`config.mk`:
```
export PLATFORM = sky130hd
export DESIGN_NAME = kabf_ctrl
export DESIGN_NICKNAME = d
export VERILOG_FILES = /design/src/rtl/kabf_pkg.sv /design/src/rtl/kabf_ctrl.sv
export SDC_FILE = /design/constraint.sdc
export NUM_CORES = 1
export LEC_CHECK = 0
export BUFFER_PORTS_ARGS = -buffer_cell sky130_fd_sc_hd__clkbuf_2
export CORE_AREA = 2 2 39 41
export DETAILED_ROUTE_END_ITERATION = 12
export DIE_AREA = 0 0 41 43
export PLACE_DENSITY = 0.7
export SLEW_MARGIN = 20
export SYNTH_ARGS = -nofsm -noshare
export SYNTH_HDL_FRONTEND = slang
export SYNTH_SLANG_ARGS = --single-unit
```
`constraint.sdc`:
```
create_clock -name i_clk -period 1.25 [get_ports i_clk]
set_input_delay 0.0625 -clock i_clk [delete_from_list [all_inputs] [get_ports i_clk]]
set_output_delay 0.0625 -clock i_clk [all_outputs]
set_load 0.005 [all_outputs]
```
`src/rtl/kabf_pkg.sv`:
```
// ----------------------------------------------------------------------------
// kabf_pkg
// Types, constants and helpers shared by the angle/bias Kalman filter core.
// ----------------------------------------------------------------------------
package kabf_pkg;

    localparam int COV_FRAC_BITS = 32;
    localparam int NOISE_FRAC    = 28;
    localparam int COV_W         = 48;
    localparam int ANG_W         = 32;

    // sequential multiplier geometry
    localparam int MUL_A_W   = 56;
    localparam int MUL_B_W   = 48;
    localparam int MUL_DIG_W = 16;
    localparam int MUL_ACC_W = MUL_A_W + MUL_B_W;

    // restoring divider geometry
    localparam int DIV_W   = COV_W + COV_FRAC_BITS;
    localparam int DIV_CNT = $clog2(DIV_W);

    localparam logic signed [COV_W-1:0] COV_ONE = COV_W'(1) << COV_FRAC_BITS;
    localparam logic signed [COV_W-1:0] MAX48   = {1'b0, {(COV_W-1){1'b1}}};
    localparam logic signed [COV_W-1:0] MIN48   = {1'b1, {(COV_W-1){1'b0}}};
    localparam logic signed [ANG_W-1:0] MAX32   = {1'b0, {(ANG_W-1){1'b1}}};
    localparam logic signed [ANG_W-1:0] MIN32   = {1'b1, {(ANG_W-1){1'b0}}};

    // configuration register indexes
    localparam logic [1:0] CFG_ANGLE_NOISE   = 2'd0;
    localparam logic [1:0] CFG_BIAS_NOISE    = 2'd1;
    localparam logic [1:0] CFG_MEASURE_NOISE = 2'd2;

    // datapath operation sequence
    localparam logic [3:0] OP_ANG   = 4'd0;
    localparam logic [3:0] OP_DTP11 = 4'd1;
    localparam logic [3:0] OP_P00   = 4'd2;
    localparam logic [3:0] OP_P11   = 4'd3;
    localparam logic [3:0] OP_DIV0  = 4'd4;
    localparam logic [3:0] OP_DIV1  = 4'd5;
    localparam logic [3:0] OP_K1P00 = 4'd6;
    localparam logic [3:0] OP_K0P00 = 4'd7;
    localparam logic [3:0] OP_K1P01 = 4'd8;
    localparam logic [3:0] OP_K0P01 = 4'd9;
    localparam logic [3:0] OP_K0Y   = 4'd10;
    localparam logic [3:0] OP_K1Y   = 4'd11;

    typedef struct packed {
        logic               command;
        logic signed [31:0] meas_angle;
        logic signed [31:0] turn_rate;
        logic [31:0]        time_step;
        logic signed [31:0] start_angle;
    } t_in;

    typedef struct packed {
        logic signed [31:0] angle_estimate;
        logic signed [31:0] bias_estimate;
    } t_out;

    typedef struct packed {
        logic       load;
        logic [3:0] op;
        logic       mul_start;
        logic       div_start;
        logic       wb;
        logic       out_load;
    } t_cmd;

    typedef struct packed {
        logic mul_done;
        logic div_done;
    } t_sts;

    function automatic logic signed [63:0] f_noise(logic [31:0] v);
        logic [63:0] w;
        w = {32'b0, v};
        if (COV_FRAC_BITS >= NOISE_FRAC) begin
            f_noise = w << (COV_FRAC_BITS - NOISE_FRAC);
        end else begin
            f_noise = (w + (64'd1 << (NOISE_FRAC - COV_FRAC_BITS - 1)))
                      >> (NOISE_FRAC - COV_FRAC_BITS);
        end
    endfunction

    function automatic logic signed [64:0] f_sx32(logic signed [31:0] v);
        f_sx32 = {{33{v[31]}}, v};
    endfunction

    function automatic logic signed [64:0] f_sx48(logic signed [47:0] v);
        f_sx48 = {{17{v[47]}}, v};
    endfunction

    function automatic logic signed [64:0] f_sx64(logic signed [63:0] v);
        f_sx64 = {v[63], v};
    endfunction

    function automatic logic signed [31:0] f_sat32(logic signed [64:0] x);
        if (x > f_sx32(MAX32)) f_sat32 = MAX32;
        else if (x < f_sx32(MIN32)) f_sat32 = MIN32;
        else f_sat32 = x[31:0];
    endfunction

    function automatic logic signed [47:0] f_sat48(logic signed [64:0] x);
        if (x > f_sx48(MAX48)) f_sat48 = MAX48;
        else if (x < f_sx48(MIN48)) f_sat48 = MIN48;
        else f_sat48 = x[47:0];
    endfunction

endpackage

```
`src/rtl/kabf_ctrl.sv`:
```
// ----------------------------------------------------------------------------
// kabf_ctrl
// Sequencer: accepts a word, steps the datapath through the predict and
// correct operations for an update word, and loads the output register.
// ----------------------------------------------------------------------------
module kabf_ctrl (
    input  logic            i_clk,
    input  logic            i_rst_n,
    input  logic            i_valid,
    input  logic            i_cmd_reset,
    output logic            o_stall,
    output logic            o_valid,
    input  logic            i_stall,
    input  kabf_pkg::t_sts  i_sts,
    output kabf_pkg::t_cmd  o_cmd
);

    localparam logic [1:0] S_IDLE  = 2'd0;
    localparam logic [1:0] S_ISSUE = 2'd1;
    localparam logic [1:0] S_WAIT  = 2'd2;
    localparam logic [1:0] S_OUT   = 2'd3;

    logic [1:0] r_state, n_state;
    logic [3:0] r_step, n_step;
    logic       r_ov, n_ov;
    logic       w_is_div;

    always_comb begin
        w_is_div = (r_step == kabf_pkg::OP_DIV0) || (r_step == kabf_pkg::OP_DIV1);
        n_state = r_state;
        n_step  = r_step;
        o_cmd   = '0;
        o_cmd.op = r_step;
        case (r_state)
            S_IDLE: begin
                if (i_valid) begin
                    o_cmd.load = 1'b1;
                    n_step     = kabf_pkg::OP_ANG;
                    n_state    = i_cmd_reset ? S_OUT : S_ISSUE;
                end
            end
            S_ISSUE: begin
                o_cmd.mul_start = !w_is_div;
                o_cmd.div_start = w_is_div;
                n_state = S_WAIT;
            end
            S_WAIT: begin
                if (i_sts.mul_done || i_sts.div_done) begin
                    o_cmd.wb = 1'b1;
                    if (r_step == kabf_pkg::OP_K1Y) begin
                        n_state = S_OUT;
                    end else begin
                        n_step  = r_step + 4'd1;
                        n_state = S_ISSUE;
                    end
                end
            end
            S_OUT: begin
                // hold until the output register is free
                if (!r_ov || !i_stall) begin
                    o_cmd.out_load = 1'b1;
                    n_state = S_IDLE;
                end
            end
            default: n_state = S_IDLE;
        endcase
        n_ov = o_cmd.out_load || (r_ov && i_stall);
    end

    always_ff @(posedge i_clk) begin
        if (!i_rst_n) begin
            r_state <= S_IDLE;
            r_step  <= kabf_pkg::OP_ANG;
            r_ov    <= 1'b0;
        end else begin
            r_state <= n_state;
            r_step  <= n_step;
            r_ov    <= n_ov;
        end
    end

    assign o_stall = (r_state != S_IDLE);
    assign o_valid = r_ov;

endmodule

```
### Yosys cells after proc, flatten, opt, wreduce, memory -nomap -nowiden

Index checks and enable logic that the tools add are counted.

* add/subtract/negate cells: 1
* equal/unequal tests: 10
* muxes and demuxes: 17
* reduce and logical (&&, ||, !) cells: 13

Operators with widths (count)
* 2-to-1 mux 2 bit: 6
* 2-to-1 mux 4 bit: 3
* == test 4 x 3 -> 1 bit, second input constant: 2
* != test 2 bit, second input constant: 4
* one-hot mux 2 bit (4 select lines): 1
* one-hot mux 4 bit (2 select lines): 1
* 2-to-1 mux 1 bit: 6
* adder 4 x 1 -> 4 bit, second input constant: 1
* == test 2 bit, second input constant: 2
* == test 4 bit, second input constant: 1
* logical OR 1 bit: 4
* AND reduction 4 bit: 1
* nonzero test 2 bit: 2
* logical NOT 1 bit: 3
* AND reduction 3 bit: 1
* == test 2 x 1 -> 1 bit, second input constant: 1
* logical NOT 2 bit: 1
* logical AND 1 bit: 1

* register bits after elaboration: 7
* input bits: 7

### Logic depth before layout (Yosys ltp)

* word-level depth: 5
* gate-level depth with buffers: 4
* mapped depth without buffers: 4

### Worst setup path after synthesis

Ideal clock, no wire load.

* path type: reg-to-reg
* start: register r_step[0]
* end: register r_step[0]
* arrival time: 1.083 ns
* required time: 1.120 ns
* setup slack: 0.037 ns
* stages on the path, launching flop included: 5
* clock period less this slack: 1.213 ns
* cell sequence: dfxtp_1 > ha_1 > and3b_1 > a211oi_1 > o22ai_1

* cells in the longest elaborated chain, start to end: 4
* elaborated cells on any way between the ends: 7
* those cells by class: add/sub: 1; eq/ne: 2; mux: 3; reduce/logical: 1

RTL lines
* start, declared: RTL line kabf_ctrl.sv:24 `logic [3:0] r_step, n_step;`
* start signal, assigned: RTL line kabf_ctrl.sv:73 `r_step <= kabf_pkg::OP_ANG;`
* start signal, assigned: RTL line kabf_ctrl.sv:77 `r_step <= n_step;`
* adder 4 x 1 -> 4 bit: RTL line kabf_ctrl.sv:53 `n_step = r_step + 4'd1;`
* 2-to-1 mux 4 bit: RTL line kabf_ctrl.sv:50 `if (r_step == kabf_pkg::OP_K1Y) begin`
* 2-to-1 mux 4 bit: RTL line kabf_ctrl.sv:48 `if (i_sts.mul_done || i_sts.div_done) begin`
* one-hot mux 4 bit (2 select lines): RTL line kabf_ctrl.sv:34 `case (r_state)`

Parallel ways exist; a longest one is shown, timed or not. The select of a mux whose other input is x is not followed.
A chain may end at the register's enable or synchronous reset.

==> metrics.txt <==
metal1 wirelength 519 um; Max Fclk 0.744 GHz; Internal Power 432 uW; VDD IR-drop max 0.421 mV; placed cell count 93; most frequent cells in the layout 15 x clkbuf_2, 7 x nand2_1, 7 x buf_4; hold_buf cts 0; Leak 0.303 nW; Post-DRT Antenna Nets 0; DRC viols 0; number of antenna repair diodes 0; vias per cell 5.30; worst r2r dst r_step[1]$_SDFFE_PN0P_; setup slack, reg-to-reg -0.06 ns; clock latency on the worst-skew pair 0.24 ns; Synthesized Nets 68; gpl congestion 0.689; die height 43 um; Worst Tran Pin Value 0.294 ns; number of port buffers 17; crit path from r_step[0]$_SDFFE_PN0P_; met2 wire len 626 um; Post-synth EDFFs 0; H-tree levels 1; Distinct cells, synth 29; DR WL met3 58 um; ys async rst share 0%; Final nets 95; hold path startpoint i_stall; first-pass GRT wire length 1750 um; largest net degree at the start of global routing 11; Tcrit/Tclk final 108%; Sw Ratio 27.0%; register area share after synthesis 28.7%; io pins 18; placement row count 14; YS warnings 0; Post-Synthesis Cells 58; CTS Buffer Depth 2; post-detail-place hpwl 798 um; Setup violations, final 5; Hold Vio Cnt, Final 0; Die ar. 0.00176 mm^2; post-synthesis cell area 488 um^2; Clock Root Buffer clkbuf_4; WS Path Type register to output pin; fraction of layout cells with a size suffix above 1 57.1%; Place WS -0.0458 ns; Initial Util 35.3%; worst min path class input pin to register; Worst EP required 1.19 ns; clock network fraction of total power 33.9%; PwrDens 798 mW/mm^2; Psw 160 uW; MaxCap Viol Count 0; Post-Layout Cell Count 100; max layer used met4; fin. max-slew vios 0; final worst slack -0.0942 ns; CTS Sinks 7; Arr. time, crit path 1.28 ns; Area Growth Syn to Fin 51.8%; commonest non-fill, non-tap cell in the layout clkbuf_2; CP startpoint kind register; Worst Setup End Kind output pin; TritonCTS clock tree yes; core area 0.00138 mm^2; Tmin final 1.34 ns; Reg clk slew, reported paths 0.05 ns; #FFs+latches synth 7; per-cell routed wire length 12.3 um; Reg power frac 42.4%; CP endpoint o_cmd[3]; RSZ-0062 raised after global routing true; initial antenna violation count 0; failing checks setup timing; Worst Reg-to-Reg Cells 5; Max FO, Critical Path 3; syn avg cell area 8.41 um^2; R2R Path Start r_step[0]$_SDFFE_PN0P_; outcome complete, but fails checks; Num CTS Buffers 3; combinational share of power 23.8%; Relative slew margins 80.4%; DR vias 530; DRT Pass-1 Iters 4; vias in the first global route 441; Clock Skew 0.000614 ns; GRT overflow 0; overall routed net length 1230 um; die width 41 um; leading register cell type out of synthesis dfxtp_1; total track usage 15.1%; drt first-iter violations 10
[per-stage QoR]
step | setup TNS, ns | area [um^2] | power [mW] | hold WS (ns) | util (%)
2_1_floorplan | 0 | 488 | 0.321 | 0.180 | -
3_3_place_gp | 0 | 612 | 0.366 | 0.367 | 44.2
3_5_place_dp | -0.0904 | 612 | 0.367 | 0.377 | 44.2
4_1_cts | -0.268 | 658 | 0.583 | 0.109 | 47.6
5_1_grt | -0.478 | 741 | 0.635 | 0.149 | 53.5
6_report | -0.221 | 741 | 0.591 | 0.117 | 53.5
[worst min path at each step]
stage | end | slack (ns) | cells after the start
2_1_floorplan | o_cmd[0] | 0.18 | 1
3_3_place_gp | o_valid$_SDFF_PN0_ | 0.37 | 3
3_5_place_dp | o_valid$_SDFF_PN0_ | 0.38 | 3
4_1_cts | o_valid$_SDFF_PN0_ | 0.11 | 3
5_1_grt | o_valid$_SDFF_PN0_ | 0.15 | 3
6_report | o_valid$_SDFF_PN0_ | 0.12 | 3
[power groups by stage]
stage | registers, mW | logic, mW | clock network [mW]
2_1_floorplan | 0.247 | 0.0742 | 0
3_3_place_gp | 0.252 | 0.114 | 0
3_5_place_dp | 0.252 | 0.115 | 0
4_1_cts | 0.249 | 0.119 | 0.215
5_1_grt | 0.253 | 0.157 | 0.225
6_report | 0.250 | 0.141 | 0.200
[area by class of cell]
class,count,area (um^2)
clock buffers,4,26.3
repair buffers,24,144
well taps,16,20.0
inverters,4,17.5
flip-flops and latches,7,154
multi-input cells,45,379
fillers,128,643
[cell usage after synthesis (2+ instances only)]
cell type	count	area share, %
and2_1	2	2.6
a211oi_1	2	3.1
dfxtp_1	7	29
a21boi_0	3	4.6
nor3b_1	2	3.1
o21ai_0	2	2.1
or2_2	2	2.6
ha_1	3	7.7
a21oi_1	2	2.1
inv_1	4	3.1
nand3_1	3	3.1
o22ai_1	3	3.8
nand2_1	7	5.4
[kinds of logic after synthesis]
family,share of synthesized area (%)
adder cells (fa/ha/maj),7.69
buffers and inverters,5.38
flip-flops,28.7
AND/OR/NAND/NOR,34.9
AO/OA/AOI/OAI,23.3
[worst max-delay path, stage by stage (launching register included)]
cell      delay (ns)
dfxtp_4         0.36
inv_4           0.04
ha_4            0.14
o211ai_1        0.19
and3b_2         0.21
buf_6           0.09
[routing by layer]
| layer | vias up | global-route usage [%] |
|---|---|---|
| li1 | 266 | - |
| met1 | 239 | 16.5 |
| met2 | 23 | 23.4 |
| met3 | 2 | 3.14 |
| met4 | 0 | 12.0 |
| met5 | - | 0 |
[timing repair]
item | in CTS | in global routing
setup endpoints to repair | 5 | 9
cloned | 0 | 0
gates resized for setup | 7 | 19
setup buffers | 1 | 2
pin swaps | 3 | 6
[registers in the layout (all words and copies together) (netlist names)]
register / flops
o_valid: 1
r_step: 4
r_state: 2
Power figures use the tool's default switching activity.
